$ cat src/rtl/pst_pkg.sv
// Shared types, register map and reset constants of the pump shot timer.
package pst_pkg;

    // Configuration register map
    localparam int unsigned CFG_NUM_REGS = 3;
    localparam int unsigned CFG_ADDR_W   = 4;
    localparam int unsigned CFG_DATA_W   = 32;
    localparam int unsigned TIME_W       = 32;

    localparam logic [1:0] REG_STOP_HOLDOFF  = 2'd0;
    localparam logic [1:0] REG_DISP_OFF_DLY  = 2'd1;
    localparam logic [1:0] REG_MIN_SHOT      = 2'd2;

    // Register reset values in milliseconds
    localparam logic [TIME_W-1:0] RST_STOP_HOLDOFF = 32'd1500;
    localparam logic [TIME_W-1:0] RST_DISP_OFF_DLY = 32'd10000;
    localparam logic [TIME_W-1:0] RST_MIN_SHOT     = 32'd15000;

    // Timestamp value that marks a stop or end time as unset
    localparam logic [TIME_W-1:0] TIME_UNSET = '0;

    // One sensor sample request
    typedef struct packed {
        logic [TIME_W-1:0] now_ms;
        logic              reed_level;
        logic              display_awake;
    } t_sample;

    // One result request
    typedef struct packed {
        logic              pump_running;
        logic [TIME_W-1:0] shot_start_ms;
        logic [TIME_W-1:0] last_shot_ms;
        logic              sleep_display;
    } t_result;

    // Configuration values handed to the timer core
    typedef struct packed {
        logic [TIME_W-1:0] stop_holdoff_ms;
        logic [TIME_W-1:0] display_off_delay_ms;
        logic [TIME_W-1:0] min_shot_ms;
    } t_cfg;

endpackage

$ cat src/rtl/pst_stream_if.sv
// Valid/ready stream interface that carries one request per handshake.
interface pst_stream_if #(
    parameter type T = logic
) ();
    logic valid;
    logic ready;
    T     data;

    modport source (output valid, output data, input ready);
    modport sink   (input valid, input data, output ready);
endinterface

$ cat src/rtl/pump_shot_timer_core.sv
// Top level of the pump shot timer.
//
// Sample requests (now_ms, reed_level, display_awake) enter on i_sample, a
// valid/ready stream. Each accepted sample gives exactly one result request on
// o_result: pump_running, shot_start_ms, last_shot_ms and sleep_display, taken
// from the timer state after that sample.
// A sample accepted on i_sample is held in the input register and written to
// the result register with the updated state, where it shows as a valid result.
// Throughput is one sample per cycle while the receiver takes results.
// When the receiver stalls, the result register holds its request and the
// input register can still take one more sample; i_sample.ready then drops.
// The APB port holds stop_holdoff_ms, display_off_delay_ms and min_shot_ms at
// byte addresses 0, 4 and 8. The user writes it only while the block is idle;
// the block itself does not enforce this. Synchronous reset clears both
// pipeline stages, returns the timer to idle with all times unset and loads
// the registers with 1500, 10000 and 15000 ms.
module pump_shot_timer_core (
    input  logic                              i_clk,
    input  logic                              i_rst_n,
    pst_stream_if.sink                        i_sample,
    pst_stream_if.source                      o_result,
    input  logic                              psel,
    input  logic                              penable,
    input  logic                              pwrite,
    input  logic [pst_pkg::CFG_ADDR_W-1:0]    paddr,
    input  logic [pst_pkg::CFG_DATA_W-1:0]    pwdata,
    output logic [pst_pkg::CFG_DATA_W-1:0]    prdata,
    output logic                              pready
);
    import pst_pkg::*;

    t_cfg w_cfg;

    // Configuration registers
    pst_cfg_regs u_cfg (
        .i_clk   (i_clk),
        .i_rst_n (i_rst_n),
        .psel    (psel),
        .penable (penable),
        .pwrite  (pwrite),
        .paddr   (paddr),
        .pwdata  (pwdata),
        .prdata  (prdata),
        .pready  (pready),
        .o_cfg   (w_cfg)
    );

    // Timer datapath
    pst_core u_core (
        .i_clk    (i_clk),
        .i_rst_n  (i_rst_n),
        .i_cfg    (w_cfg),
        .i_sample (i_sample),
        .o_result (o_result)
    );

    // Reset empties the result stage.
    a_reset_clears_result: assert property (@(posedge i_clk)
        !i_rst_n |=> !o_result.valid)
        else $error("result valid after reset");

    // A hold-off write shows up in the configuration seen by the core.
    a_holdoff_write: assert property (@(posedge i_clk) disable iff (!i_rst_n)
        (psel && penable && pwrite && pready && paddr[CFG_ADDR_W-1:2] == REG_STOP_HOLDOFF)
        |=> w_cfg.stop_holdoff_ms == $past(pwdata))
        else $error("hold-off register not written");

    // A sleep request only follows a shot longer than the minimum.
    a_sleep_needs_long_shot: assert property (@(posedge i_clk) disable iff (!i_rst_n)
        (o_result.valid && o_result.data.sleep_display)
        |-> o_result.data.last_shot_ms > w_cfg.min_shot_ms)
        else $error("sleep request after a short shot");

endmodule

$ cat src/rtl/pst_cfg_regs.sv
// APB-style configuration registers of the pump shot timer.
module pst_cfg_regs (
    input  logic                              i_clk,
    input  logic                              i_rst_n,
    input  logic                              psel,
    input  logic                              penable,
    input  logic                              pwrite,
    input  logic [pst_pkg::CFG_ADDR_W-1:0]    paddr,
    input  logic [pst_pkg::CFG_DATA_W-1:0]    pwdata,
    output logic [pst_pkg::CFG_DATA_W-1:0]    prdata,
    output logic                              pready,
    output pst_pkg::t_cfg                     o_cfg
);
    import pst_pkg::*;

    t_cfg       r_cfg;
    logic       w_wr;
    logic [1:0] w_idx;

    assign pready = 1'b1;
    assign w_wr   = psel && penable && pwrite;
    assign w_idx  = paddr[CFG_ADDR_W-1:2];

    // Register write at the access phase; unmapped addresses are dropped.
    always_ff @(posedge i_clk) begin
        if (!i_rst_n) begin
            r_cfg.stop_holdoff_ms      <= RST_STOP_HOLDOFF;
            r_cfg.display_off_delay_ms <= RST_DISP_OFF_DLY;
            r_cfg.min_shot_ms          <= RST_MIN_SHOT;
        end else if (w_wr) begin
            unique case (w_idx)
                REG_STOP_HOLDOFF: r_cfg.stop_holdoff_ms      <= pwdata;
                REG_DISP_OFF_DLY: r_cfg.display_off_delay_ms <= pwdata;
                REG_MIN_SHOT:     r_cfg.min_shot_ms          <= pwdata;
                default: ;
            endcase
        end
    end

    // Read data follows the address.
    always_comb begin
        unique case (w_idx)
            REG_STOP_HOLDOFF: prdata = r_cfg.stop_holdoff_ms;
            REG_DISP_OFF_DLY: prdata = r_cfg.display_off_delay_ms;
            REG_MIN_SHOT:     prdata = r_cfg.min_shot_ms;
            default:          prdata = '0;
        endcase
    end

    assign o_cfg = r_cfg;

endmodule

$ cat src/rtl/pst_core.sv
// Shot timer core: input register, state update and result register.
module pst_core (
    input  logic            i_clk,
    input  logic            i_rst_n,
    input  pst_pkg::t_cfg   i_cfg,
    pst_stream_if.sink      i_sample,
    pst_stream_if.source    o_result
);
    import pst_pkg::*;

    // Pipeline registers
    logic              r_in_vld;
    t_sample           r_in;
    logic              r_out_vld;
    t_result           r_out;

    // Timer state
    logic              r_run;
    logic [TIME_W-1:0] r_start;
    logic [TIME_W-1:0] r_stop;
    logic [TIME_W-1:0] r_end;
    logic [TIME_W-1:0] r_len;

    logic              n_run;
    logic [TIME_W-1:0] n_start;
    logic [TIME_W-1:0] n_stop;
    logic [TIME_W-1:0] n_end;
    logic [TIME_W-1:0] n_len;

    logic              w_fire;
    logic              w_start_shot;
    logic              w_stop_path;
    logic [TIME_W-1:0] w_seen;
    logic              w_held;
    logic              w_ending;
    logic              w_sleep;

    // Handshake: the input stage moves on whenever the result stage can take it.
    assign w_fire         = r_in_vld && (!r_out_vld || o_result.ready);
    assign i_sample.ready = !r_in_vld || w_fire;

    // Input register
    always_ff @(posedge i_clk) begin
        if (!i_rst_n) begin
            r_in_vld <= 1'b0;
        end else if (i_sample.ready) begin
            r_in_vld <= i_sample.valid;
        end
    end

    always_ff @(posedge i_clk) begin
        if (i_sample.valid && i_sample.ready) begin
            r_in <= i_sample.data;
        end
    end

    // A low level while idle starts a shot; a high level while running arms the stop.
    assign w_start_shot = !r_run && !r_in.reed_level;
    assign w_stop_path  = r_run && r_in.reed_level;
    assign w_seen       = (r_stop == TIME_UNSET) ? r_in.now_ms : r_stop;
    assign w_held       = (r_in.now_ms - w_seen) > i_cfg.stop_holdoff_ms;
    assign w_ending     = w_stop_path && w_held;

    always_comb begin
        n_run   = r_run;
        n_start = r_start;
        n_stop  = TIME_UNSET;
        n_end   = r_end;
        n_len   = r_len;
        if (w_start_shot) begin
            n_run   = 1'b1;
            n_start = r_in.now_ms;
        end
        if (w_ending) begin
            n_run = 1'b0;
            n_end = r_in.now_ms;
            n_len = r_in.now_ms - r_start;
        end else if (w_stop_path) begin
            n_stop = w_seen;
        end
    end

    // A shot that ends in this step has an elapsed time of zero, so no sleep.
    assign w_sleep = r_in.display_awake && !w_ending
                     && (r_len > i_cfg.min_shot_ms)
                     && (r_end != TIME_UNSET)
                     && ((r_in.now_ms - r_end) > i_cfg.display_off_delay_ms);

    // State update on each processed sample
    always_ff @(posedge i_clk) begin
        if (!i_rst_n) begin
            r_run   <= 1'b0;
            r_start <= '0;
            r_stop  <= TIME_UNSET;
            r_end   <= TIME_UNSET;
            r_len   <= '0;
        end else if (w_fire) begin
            r_run   <= n_run;
            r_start <= n_start;
            r_stop  <= n_stop;
            r_end   <= n_end;
            r_len   <= n_len;
        end
    end

    // Result register
    always_ff @(posedge i_clk) begin
        if (!i_rst_n) begin
            r_out_vld <= 1'b0;
        end else if (w_fire) begin
            r_out_vld <= 1'b1;
        end else if (o_result.ready) begin
            r_out_vld <= 1'b0;
        end
    end

    always_ff @(posedge i_clk) begin
        if (w_fire) begin
            r_out.pump_running  <= n_run;
            r_out.shot_start_ms <= n_start;
            r_out.last_shot_ms  <= n_len;
            r_out.sleep_display <= w_sleep;
        end
    end

    assign o_result.valid = r_out_vld;
    assign o_result.data  = r_out;

endmodule

$ cat src/flat_wrapper.sv
// flat-port wrapper written by rule: the top's interface ports become plain ports
module pump_shot_timer_core_flat import pst_pkg::*;
  (i_clk, i_rst_n, psel, penable, pwrite, paddr, pwdata, prdata, pready, i_sample_valid, i_sample_data, i_sample_ready, o_result_valid, o_result_data, o_result_ready);
  pst_stream_if #(.T(t_sample)) i_sample_i ();
  pst_stream_if #(.T(t_result)) o_result_i ();
  input  logic i_clk;
  input  logic i_rst_n;
  input  logic psel;
  input  logic penable;
  input  logic pwrite;
  input  logic [pst_pkg::CFG_ADDR_W-1:0] paddr;
  input  logic [pst_pkg::CFG_DATA_W-1:0] pwdata;
  output logic [pst_pkg::CFG_DATA_W-1:0] prdata;
  output logic pready;
  input wire logic [$bits(i_sample_i.valid)-1:0] i_sample_valid;
  input wire logic [$bits(i_sample_i.data)-1:0] i_sample_data;
  output wire logic [$bits(i_sample_i.ready)-1:0] i_sample_ready;
  output wire logic [$bits(o_result_i.valid)-1:0] o_result_valid;
  output wire logic [$bits(o_result_i.data)-1:0] o_result_data;
  input wire logic [$bits(o_result_i.ready)-1:0] o_result_ready;
  assign i_sample_i.valid = i_sample_valid;
  assign i_sample_i.data = i_sample_data;
  assign i_sample_ready = i_sample_i.ready;
  assign o_result_valid = o_result_i.valid;
  assign o_result_data = o_result_i.data;
  assign o_result_i.ready = o_result_ready;
  pump_shot_timer_core u_core (.i_clk(i_clk), .i_rst_n(i_rst_n), .i_sample(i_sample_i), .o_result(o_result_i), .psel(psel), .penable(penable), .pwrite(pwrite), .paddr(paddr), .pwdata(pwdata), .prdata(prdata), .pready(pready));
endmodule
$ cat config.mk
export PLATFORM = sky130hd
export DESIGN_NAME = pump_shot_timer_core_flat
export DESIGN_NICKNAME = d
export VERILOG_FILES = /design/src/rtl/pst_pkg.sv /design/src/rtl/pst_stream_if.sv /design/src/rtl/pump_shot_timer_core.sv /design/src/rtl/pst_cfg_regs.sv /design/src/rtl/pst_core.sv /design/src/flat_wrapper.sv
export SDC_FILE = /design/constraint.sdc
export NUM_CORES = 1
export LEC_CHECK = 0
export BUFFER_PORTS_ARGS = -buffer_cell sky130_fd_sc_hd__clkbuf_2
export CORE_MARGIN = 3
export CORE_UTILIZATION = 46
export CTS_BUF_LIST = sky130_fd_sc_hd__clkbuf_16
export CTS_CLUSTER_SIZE = 16
export DETAILED_ROUTE_END_ITERATION = 6
export SLEW_MARGIN = 20
export SYNTH_ARGS = -nofsm -noshare
export SYNTH_HDL_FRONTEND = slang
export SYNTH_SLANG_ARGS = --single-unit
$ cat constraint.sdc
create_clock -name i_clk -period 6.3 [get_ports i_clk]
set_input_delay 0.315 -clock i_clk [delete_from_list [all_inputs] [get_ports i_clk]]
set_output_delay 0.315 -clock i_clk [all_outputs]
set_load 0.01 [all_outputs]
# == Word level (Yosys, flattened, before mapping) ==
# Index checks and enable logic that the tools add are counted.
# word_totals
regBits,327
inputBits,77
output_inout_bits,101
word_cells,61
# classes
add_sub_neg,3
n_lt_le_gt_ge,3
eq_ne,2
mux,10
n_reduce_logical,26
# ops
cell,n
2-to-1 mux 32 bit,5
greater-than comparator 32 bit,3
one-hot mux 32 bit (3 select lines),1
subtractor 32 bit,3
logical NOT 32 bit,1
nonzero test 32 bit,1
logical AND 1 bit,11
AND reduction 2 bit,4
logical NOT 1 bit,5
2-to-1 mux 1 bit,4
== test 2 x 1 -> 1 bit (second input constant),1
== test 2 bit (second input constant),1
logical NOT 2 bit,1
logical OR 1 bit,2
nonzero test 2 bit,1

# == Longest topological paths before layout ==
# Gate-level depths: netlist of run 1.
# logic_depth
word_depth,10
ltp_mapped,28
ltp_nobuf,25

# == Cells and area by module ==
# Synthesis of run 1 repeated with hierarchy kept, for this count alone.
# hier_totals
cells_unflattened,2293
hier_area_um2,20219.4
# modules_own_cells
mod,instances,cells_per_inst,area_each_um2,seq_area_each_um2
pst_core,1,1818,15871.5,5625.4
pst_cfg_regs,1,475,4347.9,1921.8

# == Worst setup path after synthesis of run 1 ==
# OpenSTA, ideal clock, no wires.
# synth_path
kind,register to register
start,register u_core.u_core.r_stop[24]
end,"register u_core.u_core.r_out (netlist bit u_core.u_core.o_result.data[13]), data pin"
setup_ns,0.260
arrival_ns,5.469
t_required_ns,6.040
setup_slack_ns,0.571
path_stages_with_launch,26
path_buffers,3
period_less_slack_ns,5.729
path_cell_list,dfxtp_1 -> nor4_1 -> nand4_1 -> nor2_1 -> clkbuf_1 -> a21oi_1 -> ha_1 -> a21o_1 -> a21oi_1 -> o21ai_0 -> and3_1 -> a2111oi_0 -> nor2_1 -> a21oi_1 -> mux2i_1 -> nand4_1 -> ha_1 -> and3_1 -> nand4_1 -> nor3_1 -> nand2_1 -> o311a_1 -> nand2b_1 -> clkbuf_1 -> buf_2 -> mux2_2
# synth_between
elab_chain_cells,6
# synth_lines
item,line,source
from (decl),pst_core.sv:20,logic [TIME_W-1:0] r_stop;
from (signal assigned),pst_core.sv:100,r_stop <= n_stop;
logical NOT 32 bit,pst_core.sv:60,assign w_seen = (r_stop == TIME_UNSET) ? r_in.now_ms : r_stop;
2-to-1 mux 32 bit (*),pst_core.sv:60,
subtractor 32 bit (*),pst_core.sv:61,assign w_held = (r_in.now_ms - w_seen) > i_cfg.stop_holdoff_ms;
greater-than comparator 32 bit (*),pst_core.sv:61,
logical AND 1 bit (*),pst_core.sv:62,assign w_ending = w_stop_path && w_held;
2-to-1 mux 32 bit (*),pst_core.sv:74,if (w_ending) begin
named net u_core.u_core.n_len[12],pst_core.sv:28,logic [TIME_W-1:0] n_len;
to (decl),pst_core.sv:15,t_result r_out;
# The timed path passes the listed nets; every way through them passes the cells marked *.
# A chain may end at the register's enable or synchronous reset.

# == Worst setup path in the final report of run 1 ==
# layout_path
start,register u_core.u_core.r_stop[27]
end,"register u_core.u_core.r_out (netlist bit u_core.u_core.o_result.data[16]), data pin"
# Same word-level chain as after synthesis.

==> qor.csv, run 1 <==
stage,metric,value,unit
run_status,status,"finished, final reports clean",
timing,tightest_slew,1085,ps
layout,fin_cells,3269,
worst_hold_path,hold_path_end,u_core.u_cfg.o_cfg[5],
timing,slew_viol_final,0,
critical_path,reg2reg_slack,70,ps
power_and_ir_drop,combPwrFrac,0.254,
timing,period_needed,6229,ps
global_route,antenna_found_initial,0,
drt,first_iter_violations,1162,
synthesis,synth_cells,2386,
clock_tree,clk-insertion-delay-late,570,ps
layout,fin_nets,2971,
floorplanning,die_y,213.5,um
critical_path,critPathArrivalTime,6540,ps
global_route,grt_max_degree,112,
timing,setup_slack,71.04,ps
global_route,grt_pass1_vias,17260,
clock_tree,htreeDepth,2,
power_and_ir_drop,p_switching,1.840,mW
timing,fmax,0.1605,GHz
synthesis,ys_ff_latch,327,
worst_hold_path,hold_depth,3,
critical_path,crit_buf_inv,5,
placed_design,gp_congestion,0.9857,
job,maxCapViolCount,0,
timing,fin_skew,24.83,ps
critical_path,start_kind,register,
clock_tree,cts_max_path_buffers,3,
floorplanning,io_pins,178,
synthesis,ys_async_sr_fraction,0,
clock_tree,clock-sinks,327,
synthesis,synth_warnings,0,
synthesis,synth_nets,2655,
floorplanning,num_rows,75,
timing,relSlewSlack,0.2735,
synthesis,netlist_area,0.01980,mm2
critical_path,cp_top_family,compound AO/OA/AOI/OAI gates,
drt,wl_per_cell,19.55,um
synthesis,synth-edff-count,100,
critical_path,ff2ff_path_depth,28,
floorplanning,die_x,213.5,um
layout,layout_common_cells,"nand2_1 (408), a21oi_1 (256), dfxtp_1 (227)",
clock_tree,clk_root_buffer_cell,clkbuf_16,
global_route,met1_usage,0.3349,
power_and_ir_drop,p_total,6.151,mW
global_route,gr-total-overflow,0,
drt,ant_nets,0,
global_route,busiest_layer,met2,
timing,setup-violations-final,0,
timing,rsz0062_at_grt,true,
layout,utilization,0.5788,
drt,avgViaCountPerCell,5.578,
power_and_ir_drop,ir_worst_vdd,0.1813,mV
timing,final-hold-violation-count,0,
global_route,grt.total_usage,0.2709,
drt,drc_errors,0,
critical_path,r2r_end,u_core.u_core.o_result.data[16],
critical_path,cp_max_fo,8,
timing,setup_tns,0,ps
critical_path,critPathMaxStageDelay,420,ps
drt,dr_total_vias,18240,
critical_path,end_kind,register,
power_and_ir_drop,seq_power_share,0.374,
drt,finalWirelength,63.93,mm
clock_tree,cts-buffers-inserted,38,
floorplanning,core_area,0.04223,mm2
placed_design,dp_slack,-342.9,ps
power_and_ir_drop,p_int,4.311,mW
placed_design,hpwl,47.22,mm
layout,syn_to_final_growth,23.44,%
critical_path,worstSetupPathType,register to register,
floorplanning,initial_core_util,0.4689,
power_and_ir_drop,switching_share,0.2992,
drt,first_pass_iters,6,
global_route,grt_use_met3,0.03599,
power_and_ir_drop,pwr_density_cell,251.7,mW/mm2
synthesis,synth_cell_type_count,70,
global_route,grtUsageMet2,0.4722,
clock_tree,path_clk_slew,60,ps
synthesis,ys_dominant_reg_cell,dfxtp_1,
layout,drive_gt1_frac,0.1773,
layout,diodes,0,
power_and_ir_drop,p_leak,10.03,nW
worst_hold_path,hold_class,input port to register,
synthesis,synth_seq_area_share,0.3812,
layout,layout_commonest_cell,nand2_1,
placed_design,dp.cells,3132,
synthesis,syn_avg_cell_area,8.299,um2
critical_path,slowest_stage,nor4_4,
global_route,grt_pass1_wl,95.28,mm
worst_hold_path,min-delay-start,pwdata[5],
power_and_ir_drop,p_clk_frac,0.372,
placed_design,io_buffers,174,
critical_path,r2r_start,u_core.u_core.r_stop[27],
floorplanning,die_area,0.04557,mm2
clock_tree,cts_tree,yes,
critical_path,cp.required,6610,ps
timing,period_share,0.9887,
-- through the flow --
stage / cell area, um2 / hold slack (ps)
after global routing: 24440 / 14.38
after global placement: 22170 / 457.8
after detailed placement: 22170 / 463.6
after CTS: 24000 / 0.07994
final: 24440 / 24.37
after floorplan: 19800 / 413.9
-- sequential cells by signal, indices dropped and copies added (netlist names) --
register / flops
u_core.u_core.o_result.data: 66
u_core.u_core.r_len: 32
u_core.u_core.r_stop: 32
u_core.u_core.o_result.valid: 1
u_core.u_core.r_end: 32
u_core.u_core.r_in_vld: 1
u_core.u_core.r_start: 32
u_core.u_core.r_in: 34
u_core.u_core.r_run: 1
u_core.u_cfg.o_cfg: 96
-- routing by layer --
layer,wire length (um),share of wire
met3,2736,0.043
met2,31370,0.49
met1,26810,0.42
met4,3012,0.047
met5,0,0
-- worst min-delay path, stage by stage --
cell,delay [ps]
clkbuf_2,110
nand2_1,60
a21oi_1,50
-- worst max path at each step --
stage	end	slack, ps	depth (start not counted)	start
floorplan	u_core.u_core.o_result.data[13]	570	25	u_core.u_core.r_stop[24]
global placement	u_core.u_core.o_result.data[5]	-210	28	u_core.u_core.r_stop[24]
detailed placement	u_core.u_core.o_result.data[11]	-340	27	u_core.u_core.r_stop[24]
CTS	u_core.u_core.o_result.data[4]	-8	28	u_core.u_core.r_stop[23]
global route	u_core.u_core.o_result.data[16]	-120	28	u_core.u_core.r_stop[27]
finish	u_core.u_core.o_result.data[16]	70	28	u_core.u_core.r_stop[27]
-- cell families after synthesis --
logic type      share of synthesized area
compound gates                     0.2032
xor+xnor                          0.03804
fa+ha+maj                          0.1225
buf+inv                           0.05788
flops                              0.3812
mux                               0.02863
other cells                     0.0001894
simple gates                       0.1684
-- cell usage after synthesis (44+ instances only) --
master	instances	area [um2]
a211oi_1	45	337.8
a21o_1	61	457.9
a21oi_1	268	1341
clkbuf_1	99	371.6
dfxtp_1	227	4544
edfxtp_1	100	3003
ha_1	189	2365
inv_1	184	690.7
nand2_1	413	1550
nand4_1	44	275.3
nor2_1	148	555.5
o21ai_0	142	710.7
xnor2_1	64	560.5
-- power by group through the flow --
stage	clock network [mW]	logic (mW)	registers, mW
after detailed placement	0	1.44	2.35
after global routing	2.42	1.73	2.31
final	2.29	1.56	2.30
after floorplan	0	0.946	2.33
after CTS	2.33	1.49	2.30
after global placement	0	1.42	2.35
-- repair_timing --
action | 4_1_cts | 5_1_grt
gates resized for setup | 5 | 62
hold buffers | 53 | 0
endpoints found under the setup margin | 130 | 131
pin swaps | 2 | 33
buffers inserted | 0 | 13
gates cloned | 0 | 5
endpoints found under the hold margin | 75 | 0
-- cell type report --
class	count	area, um2
sequential	327	7547
clock buffer	39	975.9
tap	539	674.4
clock inverter	29	300.3
inverter	185	699.4
fill	3893	17790
timing repair buffer	391	2833
multi-input combinational	1759	11410
Note: power is estimated with default switching activity, not from simulation.
==> inputs of run 2 (changes only) <==
--- a/config.mk
+++ b/config.mk
@@ -7,10 +7,11 @@
 export LEC_CHECK = 0
 export BUFFER_PORTS_ARGS = -buffer_cell sky130_fd_sc_hd__clkbuf_2
 export CORE_MARGIN = 3
-export CORE_UTILIZATION = 46
+export CORE_UTILIZATION = 58
 export CTS_BUF_LIST = sky130_fd_sc_hd__clkbuf_16
 export CTS_CLUSTER_SIZE = 16
 export DETAILED_ROUTE_END_ITERATION = 6
+export PLACE_DENSITY_LB_ADDON = 0.12
 export SLEW_MARGIN = 20
 export SYNTH_ARGS = -nofsm -noshare
 export SYNTH_HDL_FRONTEND = slang
==> run 2 against run 1 <==
Compared with the run above:
- the run now ends with DRC left
- via count rose by 0.86%
- hold slack about the same
- largest power group unchanged
- flip-flop and latch count unchanged
- first-iteration DRC count up 14%
- critical path type unchanged
- sequential power barely moved
- clock power is 6% lower
==> qor.csv, run 2 (same netlist as run 1, synthesis figures left out) <==
stage,metric,value,unit
run_status,status,finished with violations,
run_status,violations,DRC,
timing,final-hold-violation-count,0,
clock_tree,htreeDepth,2,
floorplanning,die_x,190.8,um
timing,fmax,0.1627,GHz
global_route,grt_pass1_wl,91.47,mm
worst_hold_path,hold_class,input port to register,
job,maxCapViolCount,0,
drt,first_pass_iters,7,
layout,layout_common_cells,"nand2_1 (410), a21oi_1 (256), dfxtp_1 (223)",
global_route,grt_pass1_vias,17170,
layout,final_cell_area,0.02380,mm2
critical_path,cp.required,6580,ps
timing,fin_skew,13.49,ps
critical_path,start_kind,register,
critical_path,worstSetupPathType,register to register,
floorplanning,num_rows,67,
floorplanning,initial_core_util,0.5890,
timing,rsz0062_at_grt,true,
critical_path,slowest_stage,nor4_4,
power_and_ir_drop,p_leak,9.755,nW
placed_design,placed_area,0.02175,mm2
critical_path,crit_buf_inv,5,
clock_tree,clk_root_buffer_cell,clkbuf_16,
layout,layout_commonest_cell,nand2_1,
clock_tree,cts-buffers-inserted,36,
layout,syn_to_final_growth,20.19,%
drt,ant_nets,0,
clock_tree,cts_max_path_buffers,3,
layout,drive_gt1_frac,0.1680,
timing,period_share,0.9758,
timing,holdWs,24.42,ps
drt,avgViaCountPerCell,5.907,
global_route,antenna_found_initial,0,
layout,fillCellCount,2685,
global_route,gr-total-overflow,0,
timing,slew_viol_final,0,
floorplanning,die_y,190.8,um
power_and_ir_drop,ir_worst_vdd,0.2321,mV
floorplanning,io_pins,178,
clock_tree,clock-sinks,327,
floorplanning,core_area,0.03362,mm2
drt,wl_per_cell,19.51,um
floorplanning,die_area,0.03639,mm2
critical_path,cp_max_fo,17,
timing,relSlewSlack,0.2789,
critical_path,cpMostUsedCell,buf_4,
global_route,grt.total_usage,0.3194,
drt,dr_total_vias,18390,
global_route,grt_max_degree,110,
layout,largest_register_ffs,96,
clock_tree,path_clk_slew,60,ps
clock_tree,cts_tree,yes,
placed_design,hpwl,44.05,mm
timing,period_needed,6147,ps
power_and_ir_drop,pwr_density_cell,250.7,mW/mm2
critical_path,cp_top_family,simple AND/OR/NAND/NOR gates,
drt,finalWirelength,60.76,mm
timing,tightest_slew,1082,ps
timing,setup_tns,0,ps
critical_path,critPathMaxStageDelay,440,ps
drt,first_iter_violations,1320,
timing,setup-violations-final,0,
critical_path,critPathArrivalTime,6430,ps
placed_design,io_buffers,174,
layout,fin_nets,2908,
placed_design,gp_congestion,0.9130,
drt,drc_errors,1,
clock_tree,clk-insertion-delay-late,540,ps
layout,diodes,0,
critical_path,end_kind,register,
[run 2: cell types whose count changed in the layout (fill, tap and decap cells not counted), moves of 4 or more]
| cell | change |
|---|---|
| buf_4 | -41 |
| dlygate4sd3_1 | -18 |
| clkinv_1 | -4 |
| dfxtp_1 | -4 |
| dfxtp_2 | +4 |
[run 2: per-stage QoR]
step | setup WS [ps] | instances | util | total power, mW
after floorplan | 571.2 | 2386 | - | 3.280
after global placement | 60.89 | 2998 | 0.6464 | 3.690
after detailed placement | -178.5 | 2999 | 0.6470 | 3.727
after CTS | 14.64 | 3099 | 0.6935 | 5.905
after global routing | -95.56 | 3114 | 0.7079 | 6.241
final | 152.6 | 3114 | 0.7079 | 5.967
[run 2: repair_timing]
item,4_1_cts,5_1_grt
buffers inserted,0,11
hold buffers,35,0
endpoints found under the setup margin,89,131
pin swaps,1,21
hold endpoints to repair,35,0
gates resized for setup,4,72
cloned,0,4
[run 2: worst paths after layout]
check,slack (ps),to,startpoint,cells past startpoint
min,20,u_core.u_cfg.o_cfg[0],pwdata[0],3
max,150,u_core.u_core.o_result.data[21],u_core.u_core.r_stop[7],27
min reg2reg,470,u_core.u_core.r_end[19],u_core.u_core.r_end[19],2
max reg2reg,150,u_core.u_core.o_result.data[21],u_core.u_core.r_stop[7],27
[run 2: worst register-to-register path: stages (launching register included)]
cell       delay [ps]
dfxtp_1           340
nor4_1            300
nand4_1           260
nor2_4            280
buf_12            150
a21o_1            140
ha_2              210
fa_2              220
nor2b_1            60
o21a_1            200
a311oi_2          300
a211oi_2          120
buf_4             180
o31ai_4           300
o21ai_2           110
a31o_2            240
a21oi_2           140
xnor2_1           130
ha_1              260
and3_1            170
nand4_1           200
buf_4             170
buf_4             100
o2bb2ai_2          60
nor4_4            440
nand2b_4          300
buf_12            170
mux2_2            350
[run 2: power by group]
part | internal (mW) | switching (mW) | total (mW)
Combinational | 0.659 | 0.856 | 1.52
Sequential | 2.24 | 0.0522 | 2.30
Clock | 1.28 | 0.880 | 2.16
[run 2: cell type report]
| type | instances | area [um2] | area share |
|---|---|---|---|
| clock inverter | 28 | 267.8 | 0.01125 |
| sequential | 327 | 7552 | 0.3174 |
| clock buffer | 37 | 925.9 | 0.03891 |
| multi-input combinational | 1758 | 11450 | 0.4813 |
| inverter | 185 | 699.4 | 0.02939 |
| tap | 448 | 560.5 | 0.02355 |
| timing repair buffer | 331 | 2338 | 0.09826 |
[run 2: per-layer routing]
layer  GRT usage  share of wire  wire length [um]
met1      0.3903           0.40             24520
met2      0.5386           0.47             28760
met3     0.03952          0.055              3334
met4      0.1939          0.068              4136
met5           0              0                 0
